<file path="src/sv/smd_pkg.sv">
package smd_pkg;

	// field widths of the two channels
	localparam int DATA_W   = 8;
	localparam int PLEN_W   = 16;
	localparam int KIND_W   = 2;
	localparam int SIDX_W   = 2;
	localparam int OFF_W    = 24;
	localparam int TYPE_W   = 32;

	// internal widths
	localparam int WORD_W   = 32;           // length word from the header, in 8-byte units
	localparam int BR_W     = WORD_W + 3;   // byte counter within a segment
	localparam int CNT_W    = 4;            // header byte position
	localparam int HLEN_W   = CNT_W + 1;    // header length, up to 16
	localparam int NSEG_W   = 2;            // segment count register

	localparam logic [NSEG_W-1:0] NSEG_RESET     = 2'd3;
	localparam logic [PLEN_W-1:0] MIN_PACKET_LEN = 16'd8;

	// byte kind codes
	localparam logic [KIND_W-1:0] KIND_IGNORED  = 2'd0;
	localparam logic [KIND_W-1:0] KIND_HEADER   = 2'd1;
	localparam logic [KIND_W-1:0] KIND_DATA     = 2'd2;
	localparam logic [KIND_W-1:0] KIND_OVERFLOW = 2'd3;

endpackage

</file>
<file path="src/sv/smd_in_if.sv">
interface smd_in_if import smd_pkg::*; ();
	logic              valid;
	logic              ready;
	logic [DATA_W-1:0] data_byte;
	logic              first_of_packet;
	logic [PLEN_W-1:0] packet_length;

	modport source (output valid, data_byte, first_of_packet, packet_length, input ready);
	modport sink   (input valid, data_byte, first_of_packet, packet_length, output ready);
endinterface

</file>
<file path="src/sv/smd_out_if.sv">
interface smd_out_if import smd_pkg::*; ();
	logic              valid;
	logic              ready;
	logic [KIND_W-1:0] byte_kind;
	logic [SIDX_W-1:0] segment_index;
	logic [OFF_W-1:0]  segment_offset;
	logic [DATA_W-1:0] data_out;
	logic              message_done;
	logic [TYPE_W-1:0] message_type;

	modport source (output valid, byte_kind, segment_index, segment_offset, data_out,
		message_done, message_type, input ready);
	modport sink   (input valid, byte_kind, segment_index, segment_offset, data_out,
		message_done, message_type, output ready);
endinterface

</file>
<file path="src/sv/segmented_message_deframer.sv">
// Segmented message deframer.
// ingress carries packet payload bytes, one beat per byte, with a first-of-packet
// mark and the packet length (sampled on the first beat). egress returns one beat
// per ingress beat: the byte's kind (ignored, header, segment data, over capacity),
// its segment index and offset, the byte itself, a message-done flag and the
// message type word. cfg_wr_en/cfg_wr_data set the segment count per message;
// write it only while no beat is in flight.
// The result of a byte appears on egress in the cycle after it is accepted.
// Throughput: one byte per cycle while egress is not stalled; the whole byte decision (header lane write,
// segment length compare, search for the next non-empty segment) is done in the
// accept cycle and lands in the egress register together with the state update.
// When egress stalls, the registered result holds and ingress.ready drops in the
// same cycle; ingress resumes the cycle the result is taken.
// Reset puts the block in header mode with all segment lengths, counters and the
// type word cleared, the segment count at 3 and egress empty.
module segmented_message_deframer import smd_pkg::*; #(
	parameter int MAX_SEGMENTS          = 3,
	parameter int SEGMENT_CAPACITY_LOG2 = 24
) (
	input  logic              clk,
	input  logic              arst_n,
	input  logic              cfg_wr_en,
	input  logic [NSEG_W-1:0] cfg_wr_data,
	smd_in_if.sink            ingress,
	smd_out_if.source         egress
);

	localparam int SEG_W = (MAX_SEGMENTS > 1) ? $clog2(MAX_SEGMENTS) : 1;

	// configuration and state
	logic [NSEG_W-1:0] nseg_q;
	logic              hdr_mode_q;
	logic [CNT_W-1:0]  hdr_cnt_q;
	logic [TYPE_W-1:0] type_q;
	logic [WORD_W-1:0] len_q [MAX_SEGMENTS];
	logic [SEG_W-1:0]  cur_q;
	logic [BR_W-1:0]   br_q;
	logic              drop_q;

	// result register
	logic              res_valid_q;
	logic [KIND_W-1:0] res_kind_q;
	logic [SIDX_W-1:0] res_sidx_q;
	logic [OFF_W-1:0]  res_off_q;
	logic [DATA_W-1:0] res_data_q;
	logic              res_done_q;
	logic [TYPE_W-1:0] res_type_q;

	// next values
	logic              accept;
	logic [NSEG_W-1:0] n_eff;
	logic [HLEN_W-1:0] hdr_len;
	logic              drop_nxt;
	logic              force_hdr;
	logic              hdr_mode_eff;
	logic [CNT_W-1:0]  p;
	logic [HLEN_W-1:0] p_inc;
	logic [1:0]        lane;
	logic [1:0]        hseg;
	logic              hdr_end;
	logic [SEG_W-1:0]  idx;
	logic [BR_W-1:0]   br_inc;
	logic              seg_end;
	int                search_from;
	logic              found;
	logic [SEG_W-1:0]  found_idx;

	logic              hdr_mode_nxt;
	logic [CNT_W-1:0]  hdr_cnt_nxt;
	logic [TYPE_W-1:0] type_nxt;
	logic [WORD_W-1:0] len_nxt [MAX_SEGMENTS];
	logic [SEG_W-1:0]  cur_nxt;
	logic [BR_W-1:0]   br_nxt;
	logic [KIND_W-1:0] kind_nxt;
	logic [SIDX_W-1:0] sidx_nxt;
	logic [OFF_W-1:0]  off_nxt;
	logic              done_nxt;

	assign accept        = ingress.valid & ingress.ready;
	assign ingress.ready = ~res_valid_q | egress.ready;

	// effective segment count and header length
	always_comb begin
		n_eff = nseg_q;
		if (n_eff == '0) begin
			n_eff = NSEG_W'(1);
		end
		if (int'(n_eff) > MAX_SEGMENTS) begin
			n_eff = NSEG_W'(MAX_SEGMENTS);
		end
		hdr_len = {1'b0, n_eff, 2'b00} + HLEN_W'(4);
	end

	// packet start handling
	always_comb begin
		drop_nxt     = ingress.first_of_packet ? (ingress.packet_length < MIN_PACKET_LEN)
			: drop_q;
		force_hdr    = ingress.first_of_packet && !drop_nxt
			&& (ingress.packet_length == PLEN_W'(hdr_len));
		hdr_mode_eff = force_hdr | hdr_mode_q;
		p            = force_hdr ? '0 : hdr_cnt_q;
	end

	// header position decode and data position compare
	always_comb begin
		p_inc   = {1'b0, p} + HLEN_W'(1);
		lane    = p[1:0];
		hseg    = p[3:2] - 2'd1;
		hdr_end = p_inc >= hdr_len;
		idx     = ({1'b0, cur_q} >= (SEG_W + 1)'(n_eff)) ? '0 : cur_q;
		br_inc  = br_q + BR_W'(1);
		seg_end = br_inc >= {len_q[idx], 3'b000};
	end

	// header lane writes into type word and segment lengths
	always_comb begin
		type_nxt = type_q;
		for (int i = 0; i < MAX_SEGMENTS; i++) begin
			len_nxt[i] = len_q[i];
		end
		if (!drop_nxt && hdr_mode_eff) begin
			if (p < CNT_W'(4)) begin
				if (lane == 2'd0) begin
					type_nxt = {{(TYPE_W - DATA_W){1'b0}}, ingress.data_byte};
				end else begin
					type_nxt[8*lane +: 8] = ingress.data_byte;
				end
			end else begin
				for (int i = 0; i < MAX_SEGMENTS; i++) begin
					if (int'(hseg) == i) begin
						if (lane == 2'd0) begin
							len_nxt[i] = {{(WORD_W - DATA_W){1'b0}}, ingress.data_byte};
						end else begin
							len_nxt[i][8*lane +: 8] = ingress.data_byte;
						end
					end
				end
			end
			if (hdr_end) begin
				for (int i = 0; i < MAX_SEGMENTS; i++) begin
					if (i >= int'(n_eff)) begin
						len_nxt[i] = '0;
					end
				end
			end
		end
	end

	// first non-empty segment at or after the search start
	always_comb begin
		search_from = hdr_mode_eff ? 0 : int'(idx) + 1;
		found       = 1'b0;
		found_idx   = '0;
		for (int i = MAX_SEGMENTS - 1; i >= 0; i--) begin
			if (i >= search_from && i < int'(n_eff) && len_nxt[i] != '0) begin
				found     = 1'b1;
				found_idx = SEG_W'(i);
			end
		end
	end

	// state advance and result fields
	always_comb begin
		hdr_mode_nxt = hdr_mode_q;
		hdr_cnt_nxt  = hdr_cnt_q;
		cur_nxt      = cur_q;
		br_nxt       = br_q;
		kind_nxt     = KIND_IGNORED;
		sidx_nxt     = '0;
		off_nxt      = '0;
		done_nxt     = 1'b0;
		if (!drop_nxt) begin
			hdr_mode_nxt = hdr_mode_eff;
			hdr_cnt_nxt  = p;
			if (hdr_mode_eff) begin
				kind_nxt = KIND_HEADER;
				if (hdr_end) begin
					hdr_cnt_nxt = '0;
					br_nxt      = '0;
					if (found) begin
						hdr_mode_nxt = 1'b0;
						cur_nxt      = found_idx;
					end else begin
						hdr_mode_nxt = 1'b1;
						cur_nxt      = '0;
						done_nxt     = 1'b1;
					end
				end else begin
					hdr_cnt_nxt = p_inc[CNT_W-1:0];
				end
			end else begin
				sidx_nxt = SIDX_W'(idx);
				if ((br_q >> SEGMENT_CAPACITY_LOG2) == '0) begin
					kind_nxt = KIND_DATA;
					off_nxt  = br_q[OFF_W-1:0];
				end else begin
					kind_nxt = KIND_OVERFLOW;
				end
				if (seg_end) begin
					br_nxt = '0;
					if (found) begin
						cur_nxt = found_idx;
					end else begin
						hdr_mode_nxt = 1'b1;
						hdr_cnt_nxt  = '0;
						cur_nxt      = '0;
						done_nxt     = 1'b1;
					end
				end else begin
					br_nxt  = br_inc;
					cur_nxt = idx;
				end
			end
		end
	end

	// configuration register
	always_ff @(posedge clk or negedge arst_n) begin
		if (!arst_n) begin
			nseg_q <= NSEG_RESET;
		end else if (cfg_wr_en) begin
			nseg_q <= cfg_wr_data;
		end
	end

	// deframer state
	always_ff @(posedge clk or negedge arst_n) begin
		if (!arst_n) begin
			hdr_mode_q <= 1'b1;
			hdr_cnt_q  <= '0;
			type_q     <= '0;
			cur_q      <= '0;
			br_q       <= '0;
			drop_q     <= 1'b0;
			for (int i = 0; i < MAX_SEGMENTS; i++) begin
				len_q[i] <= '0;
			end
		end else if (accept) begin
			hdr_mode_q <= hdr_mode_nxt;
			hdr_cnt_q  <= hdr_cnt_nxt;
			type_q     <= type_nxt;
			cur_q      <= cur_nxt;
			br_q       <= br_nxt;
			drop_q     <= drop_nxt;
			for (int i = 0; i < MAX_SEGMENTS; i++) begin
				len_q[i] <= len_nxt[i];
			end
		end
	end

	// result valid
	always_ff @(posedge clk or negedge arst_n) begin
		if (!arst_n) begin
			res_valid_q <= 1'b0;
		end else if (ingress.ready) begin
			res_valid_q <= ingress.valid;
		end
	end

	// result payload
	always_ff @(posedge clk) begin
		if (accept) begin
			res_kind_q <= kind_nxt;
			res_sidx_q <= sidx_nxt;
			res_off_q  <= off_nxt;
			res_data_q <= ingress.data_byte;
			res_done_q <= done_nxt;
			res_type_q <= type_nxt;
		end
	end

	assign egress.valid          = res_valid_q;
	assign egress.byte_kind      = res_kind_q;
	assign egress.segment_index  = res_sidx_q;
	assign egress.segment_offset = res_off_q;
	assign egress.data_out       = res_data_q;
	assign egress.message_done   = res_done_q;
	assign egress.message_type   = res_type_q;

	// a message never completes on an ignored byte
	assert property (@(posedge clk) disable iff (!arst_n)
		egress.valid && egress.message_done |-> egress.byte_kind != KIND_IGNORED)
		else $error("message done on ignored byte");

	// only in-capacity data bytes carry an offset
	assert property (@(posedge clk) disable iff (!arst_n)
		egress.valid && egress.byte_kind != KIND_DATA |-> egress.segment_offset == '0)
		else $error("offset on non-data byte");

	// a held result blocks ingress
	assert property (@(posedge clk) disable iff (!arst_n)
		egress.valid && !egress.ready |-> !ingress.ready)
		else $error("ingress open while result stalled");

endmodule
</file>
<file path="src/flat_wrapper.sv">
// flat-port wrapper written by rule: the top's interface ports become plain ports
module segmented_message_deframer_flat import smd_pkg::*;
#(
	parameter int MAX_SEGMENTS          = 3,
	parameter int SEGMENT_CAPACITY_LOG2 = 24
)
  (clk, arst_n, cfg_wr_en, cfg_wr_data, ingress_valid, ingress_data_byte, ingress_first_of_packet, ingress_packet_length, ingress_ready, egress_valid, egress_byte_kind, egress_segment_index, egress_segment_offset, egress_data_out, egress_message_done, egress_message_type, egress_ready);
  smd_in_if ingress_i ();
  smd_out_if egress_i ();
  input  logic clk;
  input  logic arst_n;
  input  logic cfg_wr_en;
  input  logic [NSEG_W-1:0] cfg_wr_data;
  input wire logic [$bits(ingress_i.valid)-1:0] ingress_valid;
  input wire logic [$bits(ingress_i.data_byte)-1:0] ingress_data_byte;
  input wire logic [$bits(ingress_i.first_of_packet)-1:0] ingress_first_of_packet;
  input wire logic [$bits(ingress_i.packet_length)-1:0] ingress_packet_length;
  output wire logic [$bits(ingress_i.ready)-1:0] ingress_ready;
  output wire logic [$bits(egress_i.valid)-1:0] egress_valid;
  output wire logic [$bits(egress_i.byte_kind)-1:0] egress_byte_kind;
  output wire logic [$bits(egress_i.segment_index)-1:0] egress_segment_index;
  output wire logic [$bits(egress_i.segment_offset)-1:0] egress_segment_offset;
  output wire logic [$bits(egress_i.data_out)-1:0] egress_data_out;
  output wire logic [$bits(egress_i.message_done)-1:0] egress_message_done;
  output wire logic [$bits(egress_i.message_type)-1:0] egress_message_type;
  input wire logic [$bits(egress_i.ready)-1:0] egress_ready;
  assign ingress_i.valid = ingress_valid;
  assign ingress_i.data_byte = ingress_data_byte;
  assign ingress_i.first_of_packet = ingress_first_of_packet;
  assign ingress_i.packet_length = ingress_packet_length;
  assign ingress_ready = ingress_i.ready;
  assign egress_valid = egress_i.valid;
  assign egress_byte_kind = egress_i.byte_kind;
  assign egress_segment_index = egress_i.segment_index;
  assign egress_segment_offset = egress_i.segment_offset;
  assign egress_data_out = egress_i.data_out;
  assign egress_message_done = egress_i.message_done;
  assign egress_message_type = egress_i.message_type;
  assign egress_i.ready = egress_ready;
  segmented_message_deframer #(.MAX_SEGMENTS(MAX_SEGMENTS), .SEGMENT_CAPACITY_LOG2(SEGMENT_CAPACITY_LOG2)) u_core (.clk(clk), .arst_n(arst_n), .cfg_wr_en(cfg_wr_en), .cfg_wr_data(cfg_wr_data), .ingress(ingress_i), .egress(egress_i));
endmodule
</file>
<file path="config.mk">
export PLATFORM = sky130hd
export DESIGN_NAME = segmented_message_deframer_flat
export DESIGN_NICKNAME = d
export VERILOG_FILES = /design/src/sv/smd_pkg.sv /design/src/sv/smd_in_if.sv /design/src/sv/smd_out_if.sv /design/src/sv/segmented_message_deframer.sv /design/src/flat_wrapper.sv
export SDC_FILE = /design/constraint.sdc
export NUM_CORES = 1
export LEC_CHECK = 0
export BUFFER_PORTS_ARGS = -buffer_cell sky130_fd_sc_hd__clkbuf_2
export CORE_ASPECT_RATIO = 0.6
export CORE_MARGIN = 4
export CORE_UTILIZATION = 58
export CTS_BUF_LIST = sky130_fd_sc_hd__clkbuf_4 sky130_fd_sc_hd__clkbuf_8 sky130_fd_sc_hd__clkbuf_16
export CTS_CLUSTER_SIZE = 14
export DETAILED_ROUTE_END_ITERATION = 8
export HOLD_SLACK_MARGIN = 0.03
export PLACE_DENSITY_LB_ADDON = 0.15
export SLEW_MARGIN = 10
export SYNTH_ARGS = -nofsm -noshare
export SYNTH_HDL_FRONTEND = slang
export SYNTH_SLANG_ARGS = --single-unit
</file>
<file path="constraint.sdc">
create_clock -name clk -period 6 [get_ports clk]
set_input_delay 0.3 -clock clk [delete_from_list [all_inputs] [get_ports clk]]
set_output_delay 0.3 -clock clk [all_outputs]
set_load 0.005 [all_outputs]
</file>
==> PnR_summary.wiki <==
{| class="wikitable"
! Metric !! Value
|-
| Yosys Warn Count || 0
|-
| RSZ-0062 raised after global routing || no
|-
| Fraction of the cycle the final worst path needs || ~94%
|-
| Count of input and output buffers || around 100
|-
| Slew HR || between 10% and 20%
|-
| Slowest cell delay on critical path || ~0.82 ns
|-
| Full die area || 26,540 um2
|-
| Final routed wire length divided by cell count || ~27 um
|-
| Time the final worst path needs with I/O delays and setup || about 5.7 ns
|-
| Number of flops mapped to enable cells by yosys || between 60 and 70
|-
| Iter 0 DRT Violations || 2,362
|-
| Leakage power of the design || approximately 7 nW
|-
| Highest routing layer actually used || met5
|-
| Cell count after placement || approximately 1,800
|-
| Post-CTS Resized || 0
|-
| Number of max-slew violations in the final report || 0
|-
| Longest Clk Path Bufs || 3
|-
| Hold Vio Cnt, Final || 0
|-
| Max Cap Violations || 0
|-
| FF+latch count, synth || roughly 240
|-
| First-pass GRT wire length || roughly 77 mm
|-
| Share of post-route cells with drive strength above 1 || approximately 15%
|-
| Clock transition at the registers of the reported paths || approximately 0.070 ns
|-
| Arrival time worst endpoint || between 6 and 7 ns
|-
| Die boundary width || 207.6 um
|-
| Pwr per Cell Area || approximately 430 nW/um2
|-
| Crit path capture type || flop
|-
| Area share of the largest cell type after synthesis || roughly 31%
|-
| Residual DRC count || 13
|-
| Multi-input gate area || between 6000 and 7000 um2
|-
| Overflow after GRT || 0
|-
| Design Area, Final || 15,590 um2
|-
| # Post-CTS Setup Buffers || 0
|-
| Post-detailed-routing wire length || between 50 and 60 mm
|-
| Total number of vias || approximately 13,000
|-
| Number of levels the H-tree was split into || 1
|-
| Worst setup startpoint || u_core.nseg_q[1]$_DFFE_PN1P_
|-
| Global placer's final weighted congestion || 1.039
|-
| Standard-cell row count || 43
|-
| Number of antenna diodes || 0
|-
| Area growth from synthesis to layout || 12.37%
|-
| Area after detailed placement || 14,750 um2
|-
| Sequential area share after synthesis || a little under half
|-
| CP Max Fanout || 8
|-
| Termination of the worst setup path || u_core.hdr_cnt_q[3]$_DFFE_PN0P_
|-
| Crit path kind || reg -> reg
|-
| Type of the most critical hold path || in -> reg
|-
| TritonCTS clock tree || done
|-
| Met2 routed WL || ~20 mm
|-
| First-pass DRT Iterations || 9
|-
| Via count of the first global-routing pass || 12,500
|-
| Run status || finished, violations left
|-
| Remaining antenna violation count after routing || 0
|-
| Largest area contributor in the netlist || dfrtp_1
|-
| Chain of cells forming the critical path || or4b_1 > and2_1 > a21oi_1 > inv_1 > ha_1 > and3_1 > o41ai_1 > o21ai_1 > a21oi_1 > o21ai_1 > a2111oi_0 > a31oi_1 > nor3_1 > a32oi_1 > a32o_1
|-
| Height of the die || between 100 and 150 um
|-
| Number of buffers created by CTS || 24
|-
| Reg2reg start || u_core.nseg_q[1]$_DFFE_PN1P_
|-
| Clock network latency to the later pin of the worst-skew pair || 0.56 ns
|-
| Worst voltage drop across the vdd grid || roughly 440 uV
|-
| Routed vias/inst || 7.099
|-
| CP max-delay cell || a2111oi_0
|-
| Post-synthesis cell area || 13,870 um2
|-
| HPWL reported at the end of detailed placement || 35.99 mm
|-
| Total Neg Setup Slack || 0 ns
|-
| Initial antenna violation count || 0
|-
| Overall Global Routing Usage || 37.51%
|-
| Number of non-filler instances in the completed layout || between 1,500 and 2,000
|-
| Worst slack, placed || 0.5280 ns
|-
| Starting utilization of the core area || a little under 60%
|-
| Synthesized netlist cell count || between 1,000 and 1,500
|-
| Filler cell count || about 1,900
|-
| Met3 routed wirelength || between 8 and 9 mm
|-
| Unique masters post-synth || 82
|-
| R2R Path End || u_core.hdr_cnt_q[3]$_DFFE_PN0P_
|-
| Final worst setup slack || around 0.35 ns
|-
| Failing checks || DRC
|-
| Mean instance size in the synthesized netlist || approximately 9.4 um2
|-
| Synth area leaders || dfrtp_1 (31%), edfxtp_1 (15%), nand2_1 (5.5%)
|-
| Post-route clock skew || about 0.014 ns
|-
| Actual transition at the worst max-transition pin || between 1 and 1.5 ns
|-
| Number of clock sinks || around 240
|-
| Ys async rst share || between 70% and 80%
|-
| Total power || a little under 7 mW
|-
| Minimum setup slack among reg-to-reg paths || 0.35 ns
|-
| Clock root buffer || clkbuf_16
|-
| Fmax || roughly 180 MHz
|-
| Number of nets at the end of the flow || between 1,500 and 2,000
|-
| Pin count of the biggest net entering global routing || 72
|-
| Worst Reg2Reg Path Length in Cells || 15
|-
| Category of the worst setup path launch point || flop
|-
| Required time of the critical path || approximately 6.5 ns
|-
| Syn_nets || between 1,500 and 2,000
|-
| Count of pins on the block boundary || about 100
|-
| Standard cell core area || 23,300 um2
|-
| Final number of setup-violating endpoints || 0
|-
| Routed met1 length || between 20 and 25 mm
|-
| Sequential cell area || about 6400 um2
|-
| Ys flop type || dfrtp_1
|}
-- kinds of logic after synthesis --
kind of cell / Yosys count / share of synthesized area, %
and+or+nand+nor: 536 / 18.74
AOI/OAI and AO/OA: 448 / 22.54
DFF: 243 / 46.36
buffers and inverters: 143 / 4.068
adders and majority gates: 44 / 3.969
xor gates and xnor gates: 34 / 2.147
muxes: 27 / 2.183
-- cells in the mapped netlist, types with 4 or more instances --
cell type and number:
a211oi_1 7, a21boi_0 4, a21o_1 19, a21oi_1 44, a222oi_1 31, a22o_1 49
a22oi_1 35, a2bb2oi_1 9, a31oi_1 12, a32oi_1 4, and2_1 7, and3_1 36
and4_1 4, buf_1 7, buf_2 7, clkbuf_1 74, dfrtp_1 171, edfxtp_1 69
ha_1 44, inv_1 51, mux2_2 26, nand2_1 203, nand2b_1 8, nand3_1 62
nand4_1 23, nor2_1 80, nor2b_1 19, nor3_1 30, nor4_1 21, o211ai_1 8
o21a_1 16, o21ai_0 144, o21ai_1 9, o22a_1 6, o31ai_1 7, o41ai_1 4
or2_2 4, or3_1 16, or4_1 9, xnor2_1 20, xor2_1 14
-- flip-flops by register name, summed over array words and instances, names as in the netlist --
signal	flops
u_core.cur_q	2
u_core.drop_q	1
u_core.br_q	35
u_core.egress.segment_offset	24
u_core.egress.data_out	8
u_core.len_q	96
u_core.egress.valid	1
u_core.egress.segment_index	2
u_core.hdr_cnt_q	4
u_core.egress.byte_kind	2
u_core.nseg_q	2
u_core.egress.message_type	32
u_core.egress.message_done	1
u_core.type_q	32
u_core.hdr_mode_q	1
-- placed cells by master (no fill, tap or decap), types with 8 or more instances in the layout --
| cell | count |
|---|---|
| nand2_1 | 203 |
| a21o_1 | 19 |
| clkbuf_2 | 101 |
| nand4_1 | 23 |
| a21oi_1 | 43 |
| nor4_1 | 21 |
| dfrtp_1 | 171 |
| or3_1 | 16 |
| xnor2_1 | 20 |
| o21ai_1 | 8 |
| xor2_1 | 14 |
| a22o_1 | 49 |
| nor2_1 | 77 |
| nor2b_1 | 19 |
| clkbuf_16 | 24 |
| buf_4 | 42 |
| and3_1 | 36 |
| edfxtp_1 | 69 |
| nand2b_1 | 8 |
| o21a_1 | 16 |
| nand3_1 | 62 |
| a31oi_1 | 12 |
| inv_1 | 50 |
| o211ai_1 | 8 |
| nor3_1 | 29 |
| or4_1 | 9 |
| o21ai_0 | 144 |
| mux2_2 | 26 |
| a22oi_1 | 35 |
| a2bb2oi_1 | 9 |
| ha_1 | 43 |
| a222oi_1 | 31 |
-- worst min path at each step --
stage / from / slack, ns / end / cells after the start
floorplan: arst_n / 0.004 / u_core.br_q[0]$_DFFE_PN0P_ / 0
global placement: arst_n / 0.25 / u_core.br_q[10]$_DFFE_PN0P_ / 1
detailed placement: arst_n / 0.25 / u_core.br_q[12]$_DFFE_PN0P_ / 1
CTS: egress_ready / 0.07 / u_core.egress.valid$_DFFE_PN0N_ / 3
global route: egress_ready / 0.1 / u_core.egress.valid$_DFFE_PN0N_ / 3
finish: egress_ready / 0.09 / u_core.egress.valid$_DFFE_PN0N_ / 3
-- cell type report --
| cell class | count | share of cell area, % |
|---|---|---|
| Clock buffer | 32 | 4.279 |
| Clock inverter | 12 | 0.7466 |
| Inverter | 52 | 1.268 |
| Multi-Input combinational cell | 1089 | 44.26 |
| Sequential cell | 243 | 41.25 |
| Tap cell | 315 | 2.529 |
| Timing Repair Buffer | 149 | 5.659 |
-- report_power, final --
part	internal (mW)	switching, mW	leakage (nW)
clock network	0.869	0.680	0.388
logic	0.901	1.95	3.65
registers	2.06	0.276	2.95
total	3.83	2.91	6.99
-- metrics by stage --
stage | hold slack, ns | util (%)
after floorplan | 0.004409 | -
after global placement | 0.2498 | 63.32
after detailed placement | 0.2515 | 63.32
after CTS | 0.07301 | 66.89
after global routing | 0.09577 | 66.90
final | 0.08517 | 66.90
-- layer usage --
metal  vias up  track usage [%]
met1      6588            56.16
li1       5700                -
met2      1023            50.90
met5         -            1.452
met4         2            7.758
met3       119            15.82
-- critical path, delay by kind of cell (launching register included) --
family / cells / cell delay (ns)
buf+inv: 1 / 0.38
flops: 1 / 0.42
fa+ha+maj: 1 / 0.31
simple gates: 4 / 1.44
compound gates: 9 / 2.97
-- repair_timing --
item	4_1_cts	5_1_grt
setup endpoints to repair	0	0
hold buffers	5	0
hold endpoints to repair	47	0
Note: power is estimated with default switching activity, not from simulation.
